--- src/sv/ata_pkg.sv ---
package ata_pkg;

	localparam int unsigned CordicSteps = 16;
	localparam int unsigned AccW = 22;
	localparam int unsigned VecW = 44;
	localparam int unsigned SqW = 49;
	localparam int unsigned RootW = 25;

	localparam logic signed [AccW-1:0] Ang90 = 22'sd230400;

	// controller to datapath
	typedef struct packed {
		logic load;
		logic sqrt_step;
		logic roll_start;
		logic pitch_start;
		logic cordic_step;
		logic roll_done;
		logic pitch_done;
		logic res_load;
	} ata_cmd_t;

	function automatic logic [AccW-1:0] atan_entry(input logic [3:0] i);
		logic [AccW-1:0] v;
		begin
			case (i)
				4'd0: v = 22'd115200;
				4'd1: v = 22'd68007;
				4'd2: v = 22'd35933;
				4'd3: v = 22'd18240;
				4'd4: v = 22'd9155;
				4'd5: v = 22'd4582;
				4'd6: v = 22'd2292;
				4'd7: v = 22'd1146;
				4'd8: v = 22'd573;
				4'd9: v = 22'd286;
				4'd10: v = 22'd143;
				4'd11: v = 22'd72;
				4'd12: v = 22'd36;
				4'd13: v = 22'd18;
				4'd14: v = 22'd9;
				4'd15: v = 22'd4;
				default: v = '0;
			endcase
			return v;
		end
	endfunction

endpackage

--- src/sv/ata_ctrl.sv ---
module ata_ctrl (
	input  logic              clk,
	input  logic              arst_n,
	input  logic              in_fire,
	input  logic              out_free,
	output logic              busy,
	output logic              res_valid,
	output logic [3:0]        step,
	output ata_pkg::ata_cmd_t cmd
);

	typedef enum logic [2:0] {
		ST_IDLE, ST_SQRT, ST_ROLL, ST_PITCH, ST_DONE
	} state_t;

	// last square-root step, and the clamp cycle after the cordic steps
	localparam logic [4:0] LastSqrt = 5'(ata_pkg::RootW - 1);
	localparam logic [4:0] LastRot = 5'(ata_pkg::CordicSteps);

	state_t     state_q;
	logic [4:0] cnt_q;

	assign step = cnt_q[3:0];
	assign busy = (state_q != ST_IDLE);

	always_comb begin
		cmd = '0;
		cmd.load = in_fire;
		cmd.sqrt_step = (state_q == ST_SQRT);
		cmd.roll_start = (state_q == ST_SQRT) && (cnt_q == LastSqrt);
		cmd.cordic_step = ((state_q == ST_ROLL) || (state_q == ST_PITCH)) && (cnt_q != LastRot);
		cmd.pitch_start = (state_q == ST_ROLL) && (cnt_q == LastRot);
		cmd.roll_done = cmd.pitch_start;
		cmd.pitch_done = (state_q == ST_PITCH) && (cnt_q == LastRot);
		cmd.res_load = (state_q == ST_DONE) && (!res_valid || out_free);
	end

	always_ff @(posedge clk or negedge arst_n) begin
		if (!arst_n) begin
			state_q <= ST_IDLE;
			cnt_q <= '0;
			res_valid <= 1'b0;
		end else begin
			if (cmd.res_load) res_valid <= 1'b1;
			else if (out_free) res_valid <= 1'b0;
			case (state_q)
				ST_IDLE: begin
					cnt_q <= '0;
					if (in_fire) state_q <= ST_SQRT;
				end
				ST_SQRT: begin
					if (cnt_q == LastSqrt) begin
						cnt_q <= '0;
						state_q <= ST_ROLL;
					end else begin
						cnt_q <= cnt_q + 5'd1;
					end
				end
				ST_ROLL: begin
					if (cnt_q == LastRot) begin
						cnt_q <= '0;
						state_q <= ST_PITCH;
					end else begin
						cnt_q <= cnt_q + 5'd1;
					end
				end
				ST_PITCH: begin
					if (cnt_q == LastRot) state_q <= ST_DONE;
					else cnt_q <= cnt_q + 5'd1;
				end
				ST_DONE: begin
					if (cmd.res_load) state_q <= ST_IDLE;
				end
				default: state_q <= ST_IDLE;
			endcase
		end
	end

`ifndef SYNTHESIS
	a_cnt_range: assert property (@(posedge clk) disable iff (!arst_n)
		(state_q == ST_ROLL || state_q == ST_PITCH) |-> cnt_q <= LastRot)
		else $error("cordic counter overrun");
	a_no_accept_busy: assert property (@(posedge clk) disable iff (!arst_n)
		busy |-> !in_fire) else $error("beat taken while busy");
	a_done_once: assert property (@(posedge clk) disable iff (!arst_n)
		cmd.pitch_done |=> state_q == ST_DONE) else $error("done lost");
`endif

endmodule

--- config.mk ---
export PLATFORM = sky130hd
export DESIGN_NAME = ata_ctrl
export DESIGN_NICKNAME = d
export VERILOG_FILES = /design/src/sv/ata_pkg.sv /design/src/sv/ata_ctrl.sv
export SDC_FILE = /design/constraint.sdc
export NUM_CORES = 1
export LEC_CHECK = 0
export ABC_AREA = 1
export BUFFER_PORTS_ARGS = -buffer_cell sky130_fd_sc_hd__buf_2
export CAP_MARGIN = 20
export CORE_MARGIN = 1.5
export CORE_UTILIZATION = 50
export CTS_CLUSTER_SIZE = 30
export DETAILED_ROUTE_END_ITERATION = 6
export PLACE_DENSITY = 0.76
export SETUP_SLACK_MARGIN = 0.1
export SYNTH_ARGS = -nofsm -noshare
export SYNTH_HDL_FRONTEND = slang
export SYNTH_SLANG_ARGS = --single-unit
--- constraint.sdc ---
create_clock -name clk -period 1.5 [get_ports clk]
set_input_delay 0.3 -clock clk [delete_from_list [all_inputs] [get_ports clk]]
set_output_delay 0.3 -clock clk [all_outputs]
set_load 0.02 [all_outputs]
# Word-level counts from Yosys, hierarchy flattened
# Index checks and enable logic that the tools add are counted.
classes:
  reduce_logical: 14
  muxes: 12
  n_eq_ne: 13
  addsub: 1
ops:
  columns: ["op", "n"]
  rows:
  - ["case mux 5 bit (4 select lines)", 1]
  - ["two-way mux 3 bit", 5]
  - ["two-way mux 5 bit", 3]
  - ["case mux 3 bit (5 select lines)", 1]
  - ["== test 5 bit, second input constant", 2]
  - ["inequality test 2 bit, second input constant", 4]
  - ["== test 3 x 2 -> 1 bit, second input constant", 2]
  - ["adder 5 x 1 -> 5 bit, second input constant", 1]
  - ["logical AND 1 bit", 5]
  - ["inequality test 5 bit, second input constant", 1]
  - ["AND reduction 5 bit", 1]
  - ["inequality test 2 x 1 -> 1 bit, second input constant", 2]
  - ["nonzero test 4 bit", 1]
  - ["== test 3 x 1 -> 1 bit, second input constant", 1]
  - ["== test 3 bit, second input constant", 1]
  - ["zero test 3 bit", 1]
  - ["nonzero test 3 bit", 1]
  - ["logical OR 1 bit", 2]
  - ["two-way mux 1 bit", 2]
  - ["AND reduction 2 bit", 1]
  - ["nonzero test 2 bit", 1]
  - ["zero test 1 bit", 1]
word_totals:
  output_inout_bits: 14
  inputBits: 4
  reg_bits: 9

# Longest topological paths before layout
depth:
  ltp_word: 5
  ltp_mapped: 9

# Least setup slack after synthesis
# No wires, ideal clock.
synth_path:
  path_kind: "register -> output"
  from: "reg cnt_q[0]"
  to: "out cmd[4] in the netlist's numbering"
  arrival_time_ps: 1382
  required_time_ps: 1200
  path_buffers: 1
  path_slack_ps: -182
  path_stages_with_launch: 8
  cell_sequence: "dfrtp_1 > inv_1 > ha_1 > nand2_1 > inv_1 > nand2_1 > nor2_1 > buf_4"
synth_rtl:
  columns: ["element", "line_no", "rtl"]
  rows:
  - ["start, declared", "ata_ctrl.sv:21", "logic [4:0] cnt_q;"]
  - ["start signal, assigned", "ata_ctrl.sv:56", "cnt_q <= cnt_q + 5'd1;"]
  - ["start signal, assigned", "ata_ctrl.sv:64", "cnt_q <= cnt_q + 5'd1;"]
  - ["start signal, assigned", "ata_ctrl.sv:69", "else cnt_q <= cnt_q + 5'd1;"]
  - ["end, declared", "ata_ctrl.sv:9", "output ata_pkg::ata_cmd_t cmd"]

==> results_dict.tcl <==
set metrics [dict create \
    synthesized_flop_and_latch_total 9 \
    cap_viol_max_count 0 \
    tightestPinTransition_ns 0.264 \
    final.period_utilization_pct 108 \
    reg2reg_depth 10 \
    post_drt_via_cell_ratio 5.48 \
    worst-setup-path-type "flip-flop to output port" \
    synth_largest_area_cell "dfrtp_1" \
    setup_slack_ns -0.127 \
    netlist_top_cells_area "dfrtp_1 32%, nand2_1 15%, nand3_1 8.6%, buf_4 6.5%, inv_1 6.5%" \
    global_route.overflow_total 0 \
    clock_power_share_pct 8.7 \
    pin_count 18 \
    synth_top_family_by_area "simple AND/OR/NAND/NOR gates" \
    antenna-diode-count 0 \
    cts.clk_slew.worst_paths_ns 0.06 \
    worstSetupStartpointType "flip-flop" \
    antenna_found_initial 0 \
    first_global_vias 639 \
    clock_skew_ns 0.000571 \
    switching_share_pct 51.3 \
    die_width_um 40.4 \
    path_cells "inv_2 -> ha_4 -> nand4_1 -> nor2_4 -> buf_6" \
    synthesis.area_um2 698 \
    cts-buffers-inserted 3 \
    timing.slew.headroom_pct 82.4 \
    setup-violations-final 8 \
    global_route.usage.total_pct 23.8 \
    grt_use_met2_pct 36.5 \
    violations_in_the_final_reports "negative setup slack" \
    initial_utilization_pct 53.7 \
    grt_util_met3_pct 3.33 \
    drt-wirelength-per-cell_um 14.8 \
    maximum_number_of_pins_on_one_net_before_global_route_repair 10 \
    critical-path-max-stage-delay_ns 0.40 \
    power_density_over_the_cells_nw_per_um2 1900 \
    synth_mux_area_share_pct 0 \
    clock_insertion_delay_worst_skew_ns 0.25 \
    hpwl_mm 1.20 \
    global_route.usage.met1_pct 33.2 \
    outcome "finished with violations" \
    synth_xor_xnor_area_share_pct 2.51 \
    vias 794 \
    die-area_um2 1630 \
    slowest_stage "dfrtp_1" \
    cp.arrival_ns 1.33 \
    r2r-end "state_q[0]" \
    synth_compound_gate_area_share_pct 2.15 \
    port_buffers 17 \
    clock-sinks 9 \
    synth.distinct_cells 18 \
    grt_setup_unrepaired "yes" \
    detailed_place.area_um2 815 \
    cts.path.max_buffers 2 \
    drc 0 \
    flow.area_growth_from_synthesis_pct 54.7 \
    drv_slew 0 \
    synth-async-reset-ratio_pct 100 \
    pre_cts_slack_ns 0.0391 \
    tritoncts "done" \
    worst_ir_drop_vdd_uv 988 \
    dominantRegCellSynth "dfrtp_1" \
    post_route_design_area_um2 1080 \
    syn-instance-count 102 \
    critical_path_peak_fanout 2 \
    synthAdderAreaFrac_pct 3.58 \
    die_y_um 40.4 \
    final.min_clock_period_ns 1.63 \
    dp_cells 132 \
    nets 137 \
    drt_iter0_markers 39 \
    mappedNetlistNets 108 \
    placeableCoreArea_um2 1300 \
    p_sw_uw 1050 \
    yosys.area_share.simple_pct 45.5 \
    cell_internal_pwr_uw 998 \
    gp_congestion 0.795 \
    final_layout_size_suffix_gt1_share_pct 57.7 \
    synth_most_common_cell "nand2_1" \
    grt_most_used_layer "met2" \
    timing.rr.start "cnt_q[0]" \
    finalHoldViolCount 0 \
    synthTopCellsByCount "28 x nand2_1, 12 x inv_1, 12 x nand3_1, 12 x nor2_1, 9 x dfrtp_1" \
    number_of_inserted_filler_cells_in_the_final_layout 78 \
    ys_warn_count 0 \
    drt.antenna.violating_nets 0 \
    synth_top_cell_area_share_pct 32.3 \
    crit_path_start "cnt_q[0]" \
    wire_length_of_the_first_global_routing_pass_mm 2.54 \
    row_count 13 \
    cp.required_ns 1.20 \
    hold_path_class "input port to flip-flop" \
    synth_area_per_cell_um2 6.84 \
    instances_no_fill 145 \
    postRouteWirelength_mm 2.15 \
    pwr-share-seq_pct 20.7 \
    r2r_setup_slack_ns -0.07 \
    cts-htree-levels 1 \
    synth_sequential_area_ratio_pct 32.3 \
    final.setup.tns_ns -0.760 \
    ctsRootBufferMaster "clkbuf_4" \
    combPwrFrac_pct 70.6 \
    endpoint_kind "output port" \
    drt_pass1_iterations 4 \
    post_synth_edffs 0 \
    cp-endpoint "cmd[5]" \
    fin_util_pct 83.0 \
    max_clock_freq_mhz 615 \
    leakagePower_uw 0.000561 \
]
-- worst max-delay path, delay by kind of cell (launching register included) --
kind	cells	cell delay, ns
adder cells (fa/ha/maj)	1	0.15
buffers and inverters	2	0.21
AND/OR/NAND/NOR	2	0.31
flip-flops	1	0.40
-- logic make-up after synthesis --
group,count (synthesis)
adders and majority gates,2
and+or+nand+nor,66
AOI/OAI and AO/OA,3
xor gates and xnor gates,2
buffers and inverters,20
DFF,9
-- power groups by stage --
stage | sequential (µW) | clock, µW | combinational, µW
floorplan | 391 | 0 | 721
global placement | 390 | 0 | 924
detailed placement | 391 | 0 | 938
CTS | 406 | 191 | 1100
global route | 434 | 200 | 1570
finish | 423 | 178 | 1450
-- worst min path at each step --
| stage | startpoint | to | slack (ns) | cells past startpoint |
|---|---|---|---|---|
| after CTS | out_free | res_valid | 0.35 | 4 |
| after global routing | out_free | res_valid | 0.38 | 4 |
| after global placement | arst_n | res_valid | 0.15 | 1 |
| after floorplan | arst_n | cnt_q[0] | 0.004 | 0 |
| after detailed placement | arst_n | state_q[1] | 0.16 | 1 |
| final | out_free | res_valid | 0.36 | 4 |
-- cell type report --
class                   count  area [µm²]  share of cell area (%)
well taps                  15        18.8                    1.74
repair buffers             30         225                    20.9
multi-input cells          73         523                    48.4
clock buffers               4        26.3                    2.43
inverters                  14        57.6                    5.33
flip-flops and latches      9         229                    21.2
-- flip-flops by register name, summed over array words and instances (netlist names) --
register	count
state_q	3
cnt_q	5
res_valid	1
-- through the flow --
step / total power [µW] / hold slack, ns
global route: 2200 / 0.377
detailed placement: 1330 / 0.156
finish: 2050 / 0.358
global placement: 1310 / 0.155
floorplan: 1110 / 0.00441
CTS: 1700 / 0.347
-- cell usage in the layout, fill, tap and decap left out, drive strengths merged --
cell / instances
nand2: 32
clkbuf: 4
ha: 2
buf: 29
nor2: 16
nand4: 3
inv: 14
dlygate4sd3: 1
a21oi: 1
dfrtp: 9
or2: 1
o21ai: 2
xor2: 2
nand3: 14
-- layer usage --
| layer | vias to the layer above | wire length [µm] |
|---|---|---|
| met4 | 0 | 84 |
| met5 | - | 0 |
| met1 | 369 | 892 |
| met2 | 43 | 1050 |
| met3 | 8 | 124 |
| li1 | 374 | - |
-- what timing repair did --
action,in CTS,in global routing
buffers inserted,5,4
hold buffers,1,0
pin swaps,9,17
gates resized for setup,26,24
hold endpoints to repair,9,0
endpoints found under the setup margin,11,15
(Power assumes the default switching activity.)
